`config.mk`:
```
export PLATFORM = sky130hd
export DESIGN_NAME = inquire_reply_line_decoder
export DESIGN_NICKNAME = d
export VERILOG_FILES = /design/src/hw/rtl/ird_pkg.sv /design/src/hw/rtl/ird_line_fsm.sv /design/src/hw/rtl/inquire_reply_line_decoder.sv
export VERILOG_INCLUDE_DIRS = /design/src /design/src/hw/rtl
export SDC_FILE = /design/constraint.sdc
export NUM_CORES = 1
export LEC_CHECK = 0
export ABC_AREA = 1
export ABC_CLOCK_PERIOD_IN_PS = 3800
export BUFFER_PORTS_ARGS = -buffer_cell sky130_fd_sc_hd__clkbuf_2
export CAP_MARGIN = 20
export CORE_ASPECT_RATIO = 0.8
export CORE_UTILIZATION = 40
export CTS_CLUSTER_DIAMETER = 80
export DETAILED_ROUTE_END_ITERATION = 8
export GPL_ROUTABILITY_DRIVEN = 1
export GPL_TIMING_DRIVEN = 0
export HOLD_SLACK_MARGIN = 0.05
export PLACE_DENSITY = 0.65
export REMOVE_ABC_BUFFERS = 1
export SLEW_MARGIN = 25
export SYNTH_ARGS = -nofsm -noshare
export SYNTH_HDL_FRONTEND = slang
export SYNTH_SLANG_ARGS = --single-unit
```
`constraint.sdc`:
```
create_clock -name clk -period 3.8 [get_ports clk]
set_input_delay 0.19 -clock clk [delete_from_list [all_inputs] [get_ports clk]]
set_output_delay 0.19 -clock clk [all_outputs]
set_load 0.005 [all_outputs]
```
`src/hw/rtl/inquire_reply_line_decoder_defines.svh`:
```
// ----------------------------------------------------------------------------
// Inquiry reply line decoder: assertion macros
// Shared concurrent assertion forms, clocked on the rising edge and
// disabled while reset is asserted.
// ----------------------------------------------------------------------------
`ifndef INQUIRE_REPLY_LINE_DECODER_DEFINES_SVH
`define INQUIRE_REPLY_LINE_DECODER_DEFINES_SVH

// same-cycle implication
`define IRD_ASSERT_NOW(lbl, clk, rst_n, ante, cons) \
	lbl: assert property (@(posedge clk) disable iff (!rst_n) (ante) |-> (cons)) \
		else $error("ird assertion failed");

// next-cycle implication
`define IRD_ASSERT_NEXT(lbl, clk, rst_n, ante, cons) \
	lbl: assert property (@(posedge clk) disable iff (!rst_n) (ante) |=> (cons)) \
		else $error("ird assertion failed");

`endif

```
`src/hw/rtl/ird_pkg.sv`:
```
// ----------------------------------------------------------------------------
// Inquiry reply line decoder package
// Shared types, codes and helpers for the reply line decoder.
// ----------------------------------------------------------------------------
`default_nettype none

package ird_pkg;

	localparam int COUNT_WIDTH   = 16;
	localparam int MAX_LEN_WIDTH = 16;
	localparam int CFG_DATA_WIDTH = 16;
	localparam int CMP_WIDTH = (COUNT_WIDTH > MAX_LEN_WIDTH) ? COUNT_WIDTH : MAX_LEN_WIDTH;

	localparam logic [7:0] CH_PCT  = 8'h25;
	localparam logic [7:0] CH_HASH = 8'h23;
	localparam logic [7:0] CH_D    = 8'h44;
	localparam logic [7:0] CH_E    = 8'h45;
	localparam logic [7:0] CH_C    = 8'h43;
	localparam logic [7:0] CH_SP   = 8'h20;
	localparam logic [7:0] CH_N    = 8'h4E;
	localparam logic [7:0] CH_A    = 8'h41;
	localparam logic [7:0] CH_NUL  = 8'h00;
	localparam logic [7:0] CH_NINE = 8'h39;
	localparam logic [7:0] CH_F    = 8'h46;

	localparam logic [7:0] HEX_BASE_DIGIT = 8'h30;
	localparam logic [7:0] HEX_BASE_UPPER = 8'h37;
	localparam logic [7:0] HEX_BASE_LOWER = 8'h57;

	localparam logic CFG_MAX_LEN       = 1'b0;
	localparam logic CFG_DATA_EXPECTED = 1'b1;

	typedef enum logic [1:0] {
		MODE_BYTE  = 2'd0,
		MODE_EOL   = 2'd1,
		MODE_START = 2'd2,
		MODE_RSVD  = 2'd3
	} mode_t;

	typedef enum logic [2:0] {
		ST_OK         = 3'd0,
		ST_CANCELED   = 3'd1,
		ST_UNEXPECTED = 3'd2,
		ST_TOO_MUCH   = 3'd3,
		ST_NESTED     = 3'd4
	} status_t;

	typedef struct packed {
		mode_t      mode;
		logic [7:0] line_byte;
	} item_t;

	typedef struct packed {
		logic [MAX_LEN_WIDTH-1:0] max_len;
		logic                     data_expected;
	} cfg_t;

	typedef struct packed {
		logic       valid;
		logic       kind;
		logic [7:0] data_byte;
		status_t    status;
		logic       last;
	} result_t;

	// low nibble of the hex digit value, applied to any byte
	function automatic logic [3:0] hex_nibble(input logic [7:0] c);
		if (c <= CH_NINE)
			return c[3:0];
		return c[3:0] + 4'd9;
	endfunction

	// full 8-bit digit value of any byte; non-hex bytes carry past the nibble
	function automatic logic [7:0] hex_value(input logic [7:0] c);
		if (c <= CH_NINE)
			return c - HEX_BASE_DIGIT;
		if (c <= CH_F)
			return c - HEX_BASE_UPPER;
		return c - HEX_BASE_LOWER;
	endfunction

endpackage

`default_nettype wire

```
`src/hw/rtl/ird_line_fsm.sv`:
```
// ----------------------------------------------------------------------------
// Inquiry reply line decoder: line state machine
// Holds inquiry and line state, classifies lines, percent-decodes D
// payloads and forms at most one result per item.
// ----------------------------------------------------------------------------
`default_nettype none
`include "inquire_reply_line_decoder_defines.svh"

module ird_line_fsm import ird_pkg::*; (
	input  logic    clk,
	input  logic    arst_n,
	input  logic    step,
	input  item_t   item,
	input  cfg_t    cfg,
	output result_t res
);

	typedef enum logic [2:0] {
		CL_NONE    = 3'd0,
		CL_COMMENT = 3'd1,
		CL_PREFIX  = 3'd2,
		CL_DATA    = 3'd3,
		CL_END     = 3'd4,
		CL_CANCEL  = 3'd5,
		CL_UNEXP   = 3'd6
	} line_class_t;

	typedef enum logic [1:0] {
		ESC_NONE = 2'd0,
		ESC_PCT  = 2'd1,
		ESC_HI   = 2'd2
	} esc_t;

	logic                   active_q, active_d;
	logic [2:0]             column_q, column_d;
	line_class_t            class_q, class_d;
	logic [7:0]             first_q, first_d;
	esc_t                   esc_q, esc_d;
	logic [3:0]             hi_q, hi_d;
	logic [COUNT_WIDTH-1:0] count_q, count_d;
	logic                   over_q, over_d;

	logic       put_req;
	logic [7:0] put_val;
	logic       limit_hit;
	logic [7:0] b;

	assign b = item.line_byte;
	assign limit_hit = (cfg.max_len != '0) &&
		(CMP_WIDTH'(count_q) >= CMP_WIDTH'(cfg.max_len));

	always_comb begin
		active_d = active_q;
		column_d = column_q;
		class_d  = class_q;
		first_d  = first_q;
		esc_d    = esc_q;
		hi_d     = hi_q;
		count_d  = count_q;
		over_d   = over_q;
		put_req  = 1'b0;
		put_val  = b;
		res      = '0;

		case (item.mode)
			MODE_START: begin
				if (active_q) begin
					res.valid  = 1'b1;
					res.kind   = 1'b1;
					res.status = ST_NESTED;
				end else begin
					active_d = 1'b1;
					column_d = '0;
					class_d  = CL_NONE;
					first_d  = '0;
					esc_d    = ESC_NONE;
					hi_d     = '0;
					count_d  = '0;
					over_d   = 1'b0;
				end
			end
			MODE_EOL: begin
				if (active_q) begin
					column_d = '0;
					class_d  = CL_NONE;
					first_d  = '0;
					esc_d    = ESC_NONE;
					hi_d     = '0;
					res.kind = 1'b1;
					res.last = 1'b1;
					case (class_q)
						CL_PREFIX: begin
							res.valid  = 1'b1;
							res.status = (first_q == CH_E && column_q == 3'd3) ?
								ST_OK : ST_UNEXPECTED;
						end
						CL_DATA: begin
							res.valid  = over_q;
							res.status = ST_TOO_MUCH;
						end
						CL_END: begin
							res.valid  = 1'b1;
							res.status = ST_OK;
						end
						CL_CANCEL: begin
							res.valid  = 1'b1;
							res.status = ST_CANCELED;
						end
						CL_UNEXP: begin
							res.valid  = 1'b1;
							res.status = ST_UNEXPECTED;
						end
						default: ;
					endcase
					if (res.valid)
						active_d = 1'b0;
				end
			end
			MODE_BYTE: begin
				if (active_q) begin
					case (class_q)
						CL_NONE: begin
							if (b == CH_HASH) begin
								class_d = CL_COMMENT;
							end else if (b == CH_E || b == CH_C || b == CH_D) begin
								class_d = CL_PREFIX;
								first_d = b;
							end else begin
								class_d = CL_UNEXP;
							end
						end
						CL_PREFIX: begin
							if (first_q == CH_E) begin
								if (column_q == 3'd1)
									class_d = (b == CH_N) ? CL_PREFIX : CL_UNEXP;
								else if (column_q == 3'd2)
									class_d = (b == CH_D) ? CL_PREFIX : CL_UNEXP;
								else
									class_d = (b == CH_SP || b == CH_NUL) ? CL_END : CL_UNEXP;
							end else if (first_q == CH_C) begin
								if (column_q == 3'd1)
									class_d = (b == CH_A) ? CL_PREFIX : CL_UNEXP;
								else
									class_d = (b == CH_N) ? CL_CANCEL : CL_UNEXP;
							end else begin
								class_d = (b == CH_SP && cfg.data_expected) ? CL_DATA : CL_UNEXP;
							end
						end
						CL_DATA: begin
							case (esc_q)
								ESC_NONE: begin
									if (b == CH_PCT)
										esc_d = ESC_PCT;
									else
										put_req = 1'b1;
								end
								ESC_PCT: begin
									hi_d  = hex_nibble(b);
									esc_d = ESC_HI;
								end
								default: begin
									esc_d   = ESC_NONE;
									put_req = 1'b1;
									put_val = {hi_q, 4'h0} + hex_value(b);
								end
							endcase
						end
						default: ;
					endcase
					column_d = (column_q != 3'd7) ? column_q + 3'd1 : column_q;
				end
			end
			default: ;
		endcase

		if (put_req && !over_q) begin
			if (limit_hit) begin
				over_d = 1'b1;
			end else begin
				if (count_q != '1)
					count_d = count_q + 1'b1;
				res.valid     = 1'b1;
				res.kind      = 1'b0;
				res.data_byte = put_val;
				res.status    = ST_OK;
				res.last      = 1'b0;
			end
		end
	end

	always_ff @(posedge clk or negedge arst_n) begin
		if (!arst_n) begin
			active_q <= 1'b0;
			column_q <= '0;
			class_q  <= CL_NONE;
			first_q  <= '0;
			esc_q    <= ESC_NONE;
			hi_q     <= '0;
			count_q  <= '0;
			over_q   <= 1'b0;
		end else if (step) begin
			active_q <= active_d;
			column_q <= column_d;
			class_q  <= class_d;
			first_q  <= first_d;
			esc_q    <= esc_d;
			hi_q     <= hi_d;
			count_q  <= count_d;
			over_q   <= over_d;
		end
	end

	`IRD_ASSERT_NOW(a_nested_only_active, clk, arst_n,
		res.valid && res.kind && res.status == ST_NESTED, active_q && !res.last)
	`IRD_ASSERT_NOW(a_data_only_in_d_line, clk, arst_n,
		res.valid && !res.kind, class_q == CL_DATA && !over_q && active_q)
	`IRD_ASSERT_NEXT(a_last_closes, clk, arst_n,
		step && res.valid && res.last, !active_q && class_q == CL_NONE)
	`IRD_ASSERT_NEXT(a_start_opens, clk, arst_n,
		step && item.mode == MODE_START && !active_q, active_q && count_q == '0 && !over_q)

endmodule

`default_nettype wire

```
`src/hw/rtl/inquire_reply_line_decoder.sv`:
```
// ----------------------------------------------------------------------------
// Inquiry reply line decoder
// Decodes reply lines of an inquiry: status lines and percent-encoded data.
// ----------------------------------------------------------------------------
// Usage:
//   in channel  : in_valid/in_ready, mode and line_byte per beat (start,
//                 line byte or end of line).
//   out channel : out_valid/out_ready, kind, data_byte, status, last. A beat
//                 is a decoded data byte or a status; last marks the status
//                 that closes the inquiry.
//   cfg channel : cfg_valid/cfg_ready/cfg_index/cfg_data, always ready;
//                 write only while no beat is in flight.
// Path: each input beat is registered in the input register, then its result
//   in the result register; it waits while the result register is held.
// Throughput: one input beat per cycle while the receiver takes results.
// Reset: no inquiry open, max_len 0 (unlimited), data_expected 1, no beats
//   held on either side.
// Receiver stall: the result register holds; the input register fills and
//   in_ready drops only when both are occupied.
// ----------------------------------------------------------------------------
`default_nettype none

module inquire_reply_line_decoder import ird_pkg::*; (
	input  logic                      clk,
	input  logic                      arst_n,
	input  logic                      in_valid,
	output logic                      in_ready,
	input  logic [1:0]                mode,
	input  logic [7:0]                line_byte,
	output logic                      out_valid,
	input  logic                      out_ready,
	output logic                      kind,
	output logic [7:0]                data_byte,
	output logic [2:0]                status,
	output logic                      last,
	input  logic                      cfg_valid,
	output logic                      cfg_ready,
	input  logic                      cfg_index,
	input  logic [CFG_DATA_WIDTH-1:0] cfg_data
);

	logic    valid_s1;
	item_t   item_s1;
	result_t res;
	result_t out_q;
	cfg_t    cfg_q;
	logic    step;

	assign step      = valid_s1 && (!out_q.valid || out_ready);
	assign in_ready  = !valid_s1 || step;
	assign cfg_ready = 1'b1;

	always_ff @(posedge clk or negedge arst_n) begin
		if (!arst_n) begin
			valid_s1 <= 1'b0;
		end else if (in_ready) begin
			valid_s1 <= in_valid;
		end
	end

	always_ff @(posedge clk or negedge arst_n) begin
		if (!arst_n) begin
			item_s1 <= '0;
		end else if (in_ready && in_valid) begin
			item_s1 <= '{mode: mode_t'(mode), line_byte: line_byte};
		end
	end

	always_ff @(posedge clk or negedge arst_n) begin
		if (!arst_n) begin
			cfg_q.max_len       <= '0;
			cfg_q.data_expected <= 1'b1;
		end else if (cfg_valid && cfg_ready) begin
			case (cfg_index)
				CFG_MAX_LEN:       cfg_q.max_len <= MAX_LEN_WIDTH'(cfg_data);
				CFG_DATA_EXPECTED: cfg_q.data_expected <= cfg_data[0];
				default: ;
			endcase
		end
	end

	ird_line_fsm u_fsm (
		.clk    (clk),
		.arst_n (arst_n),
		.step   (step),
		.item   (item_s1),
		.cfg    (cfg_q),
		.res    (res)
	);

	always_ff @(posedge clk or negedge arst_n) begin
		if (!arst_n) begin
			out_q <= '0;
		end else if (step) begin
			out_q <= res;
		end else if (out_ready) begin
			out_q.valid <= 1'b0;
		end
	end

	assign out_valid = out_q.valid;
	assign kind      = out_q.kind;
	assign data_byte = out_q.data_byte;
	assign status    = out_q.status;
	assign last      = out_q.last;

endmodule

`default_nettype wire

```
==> out/qor.csv <==
stage,metric,value,unit
clock_network,clockBufferDepth,2,
clock_network,cts_tree,yes,
global_routing,grt_max_degree,81,
power,power_density,419,nW/um^2
timing,rsz0062_at_grt,false,
layout,nNetsFinal,797,
global_routing,grt_pass1_vias,4424,
power,p_leak,0.00314,uW
clock_network,cts_buffers,9,
synthesis,synth_top_cell_area_share,37.7,%
critical_path,crit_chain,"inv_4, ha_1, nand3_1, inv_1, nand2_1, a32oi_1, ha_1, nand2_1, nor2_1, nor2_1, xnor2_1, nand2_1, o21ai_0, ha_1, a21oi_1, nand2_1, xor2_1, nand3_1, nand2_1, nor2_1, o21ai_0",
synthesis,synthCells,683,
placement,hpwl,8.98,mm
routing,drtIter0Drc,239,
synthesis,synth_commonest_cells,"nand2_1 (159), inv_1 (84), dfrtp_1 (79), nor2_1 (64), a21oi_1 (46)",
global_routing,grt_usage,19.6,%
timing,setup_viol,0,
timing,slew_headroom,38.2,%
timing,hold_viol_final,0,
floorplan,die_h,104,microns
layout,fin_util,46.2,%
synthesis,seq_area_frac_synth,38.2,%
timing,drv_slew,0,
synthesis,synth_top_flop_cell,dfrtp_1,
routing,final_antenna_net_count,0,
critical_path,cp_slowest_cell,dfrtp_1,
floorplan,row_count,37,
routing,num_vias,4520,
critical_path,critPathBufInv,2,
worst_hold_path,hold_start,cfg_data[5],
critical_path,cp.arrival,3.67,ns
clock_network,htree_levels,3,
placement,numPortBuffers,46,
critical_path,path_common_cell,nand2_1,
timing,fin_skew,0.00888,ns
floorplan,die_w,130,microns
critical_path,path_delay_family,adder cells,
critical_path,endpoint_kind,flip-flop,
timing,layout_min_cycle_time,3.41,ns
synthesis,synth_area,5250,sq um
critical_path,required,4.06,ns
critical_path,path_max_fanout,7,
routing,viasPerCell,5.00,
global_routing,gr-total-overflow,0,
critical_path,cpPeakStageDelay,0.48,ns
clock_network,clk_pin_slew,0.06,ns
power,peakVddDrop,0.000199,V
layout,layout-drive-gt1-share,12.9,%
floorplan,core,12800,sq um
critical_path,r2r_start,item_s1[4],
timing,worst_pin_slew,0.924,ns
timing,setup-tns-final,0,ns
layout,area_delta_synth_final,13.0,%
critical_path,crit_type,flip-flop to flip-flop,
synthesis,yosysUniqueCellTypes,48,
synthesis,synth.top_cells.by_area,"dfrtp_1 (38%), nand2_1 (11%), ha_1 (9.5%)",
global_routing,antenna_found_initial,0,
layout,insertedDiodeCount,0,
placement,routabilityCongestion,0.889,
clock_network,post_cts_buffers,0,
job,maxCapViolations,0,
critical_path,critPathLaunch,item_s1[4],
clock_network,cts_root_buf,clkbuf_16,
routing,routed_wl,12.0,mm
routing,route.detailed.drc,0,
synthesis,synth.most_common_cell,nand2_1,
synthesis,ys_warn_count,0,
critical_path,startpoint_type,flip-flop,
synthesis,synth_enable_flop_cells,0,
floorplan,io_pins,48,
clock_network,cts_num_sinks,80,
clock_network,clk-insertion-delay-late,0.35,ns
routing,first_pass_iters,4,
global_routing,grt_pass1_wl,20.9,mm
synthesis,async_flop_share,100,%
worst_hold_path,hold_class,input pin to flip-flop,
synthesis,synth_top_cell_by_area,dfrtp_1,
timing,min_period_over_period,89.8,%
routing,wl_per_cell,13.3,microns
floorplan,dieArea,13600,sq um
synthesis,synth-seq-cells,80,
timing,fmax,293,MHz
floorplan,initial_core_util,40.9,%
run_status,status,"complete, no violations",
synthesis,syn_area_per_cell,7.68,sq um
## flip-flops by register name, summed over array words and instances, names as in the netlist, 3 cells and up
name and count:
status 3, u_fsm.column_q 3, u_fsm.first_q 8, item_s1 10, data_byte 8, cfg_q 17
u_fsm.class_q 3, u_fsm.hi_q 4, u_fsm.count_q 16
## final timing paths
kind                       cells past startpoint                end  slack [ns]
hold / removal                                 3           cfg_q[6]        0.09
setup reg to reg                              21       data_byte[7]        0.39
hold reg to reg                                2               kind        0.48
setup / recovery                              21       data_byte[7]        0.39
min in group asynchronous                      2          cfg_q[13]        0.41
max in group asynchronous                      2  u_fsm.column_q[2]        2.88
## layout make-up
cell class                      count  area [sq um]
Sequential cell                    80          2000
Multi-Input combinational cell    491          2790
Clock inverter                      6          67.6
Clock buffer                       10           229
Inverter                           93           352
Tap cell                          175           219
Timing Repair Buffer               49           269
Fill cell                        1275          6890
## cell families after synthesis
family / after synthesis / share of synthesized area, %
DFF: 80 / 38.2
AOI/OAI and AO/OA: 116 / 12.4
buffers and inverters: 112 / 8.66
xor gates and xnor gates: 21 / 3.51
and+or+nand+nor: 312 / 27.2
adders and majority gates: 41 / 9.92
other: 1 / 0.0715
## layer usage
metal / part of all wire [%] / wire [microns] / vias to the layer above / track usage (%)
met5: 0 / 0 / - / 0
met4: 1.3 / 159 / 0 / 6.40
met3: 3.9 / 473 / 14 / 3.76
met2: 48 / 5720 / 74 / 31.6
met1: 47 / 5690 / 2107 / 26.3
li1: - / - / 2325 / -
## metrics by stage
stage | area, sq um | std cells | hold WS [ns] | worst slack (ns) | power, uW
3_3_place_gp | 5590 | 885 | 0.373 | 0.389 | 1590
4_1_cts | 5930 | 904 | 0.0781 | 0.257 | 2510
5_1_grt | 5930 | 904 | 0.0930 | 0.0190 | 2660
3_5_place_dp | 5600 | 885 | 0.277 | 0.282 | 1620
2_1_floorplan | 5140 | 664 | -0.106 | 0.823 | 1430
6_report | 5930 | 904 | 0.0904 | 0.387 | 2480
## report_power, final
group	internal (uW)	total (uW)	switching, uW
combinational	200	561	360
clock	512	874	361
sequential	946	1050	104
## layout by cell type, fill, tap and decap left out, types with 9 or more instances in the layout
| master | n |
|---|---|
| a21oi_1 | 46 |
| clkbuf_16 | 9 |
| clkbuf_2 | 45 |
| dfrtp_1 | 79 |
| ha_1 | 40 |
| inv_1 | 82 |
| nand2_1 | 159 |
| nand3_1 | 39 |
| nand4_1 | 18 |
| nor2_1 | 64 |
| o21ai_0 | 31 |
| o21ai_1 | 9 |
| xor2_1 | 15 |
## what timing repair did
item / 4_1_cts / 5_1_grt
endpoints found under the hold margin: 80 / 0
hold buffers: 3 / 0
gates resized for setup: 0 / 3
endpoints found under the setup margin: 0 / 1
## worst register-to-register path, stage by stage, from the launching register on
cell and delay, ns:
dfrtp_1 0.48, inv_4 0.15, ha_1 0.18, nand3_1 0.13
inv_1 0.15, nand2_1 0.07, a32oi_1 0.24, ha_1 0.33
nand2_1 0.09, nor2_1 0.05, nor2_1 0.12, xnor2_1 0.13
nand2_1 0.06, o21ai_0 0.11, ha_1 0.31, a21oi_1 0.16
nand2_1 0.08, xor2_1 0.17, nand3_1 0.09, nand2_1 0.07
nor2_1 0.03, o21ai_0 0.14
Note: power is estimated with default switching activity, not from simulation.
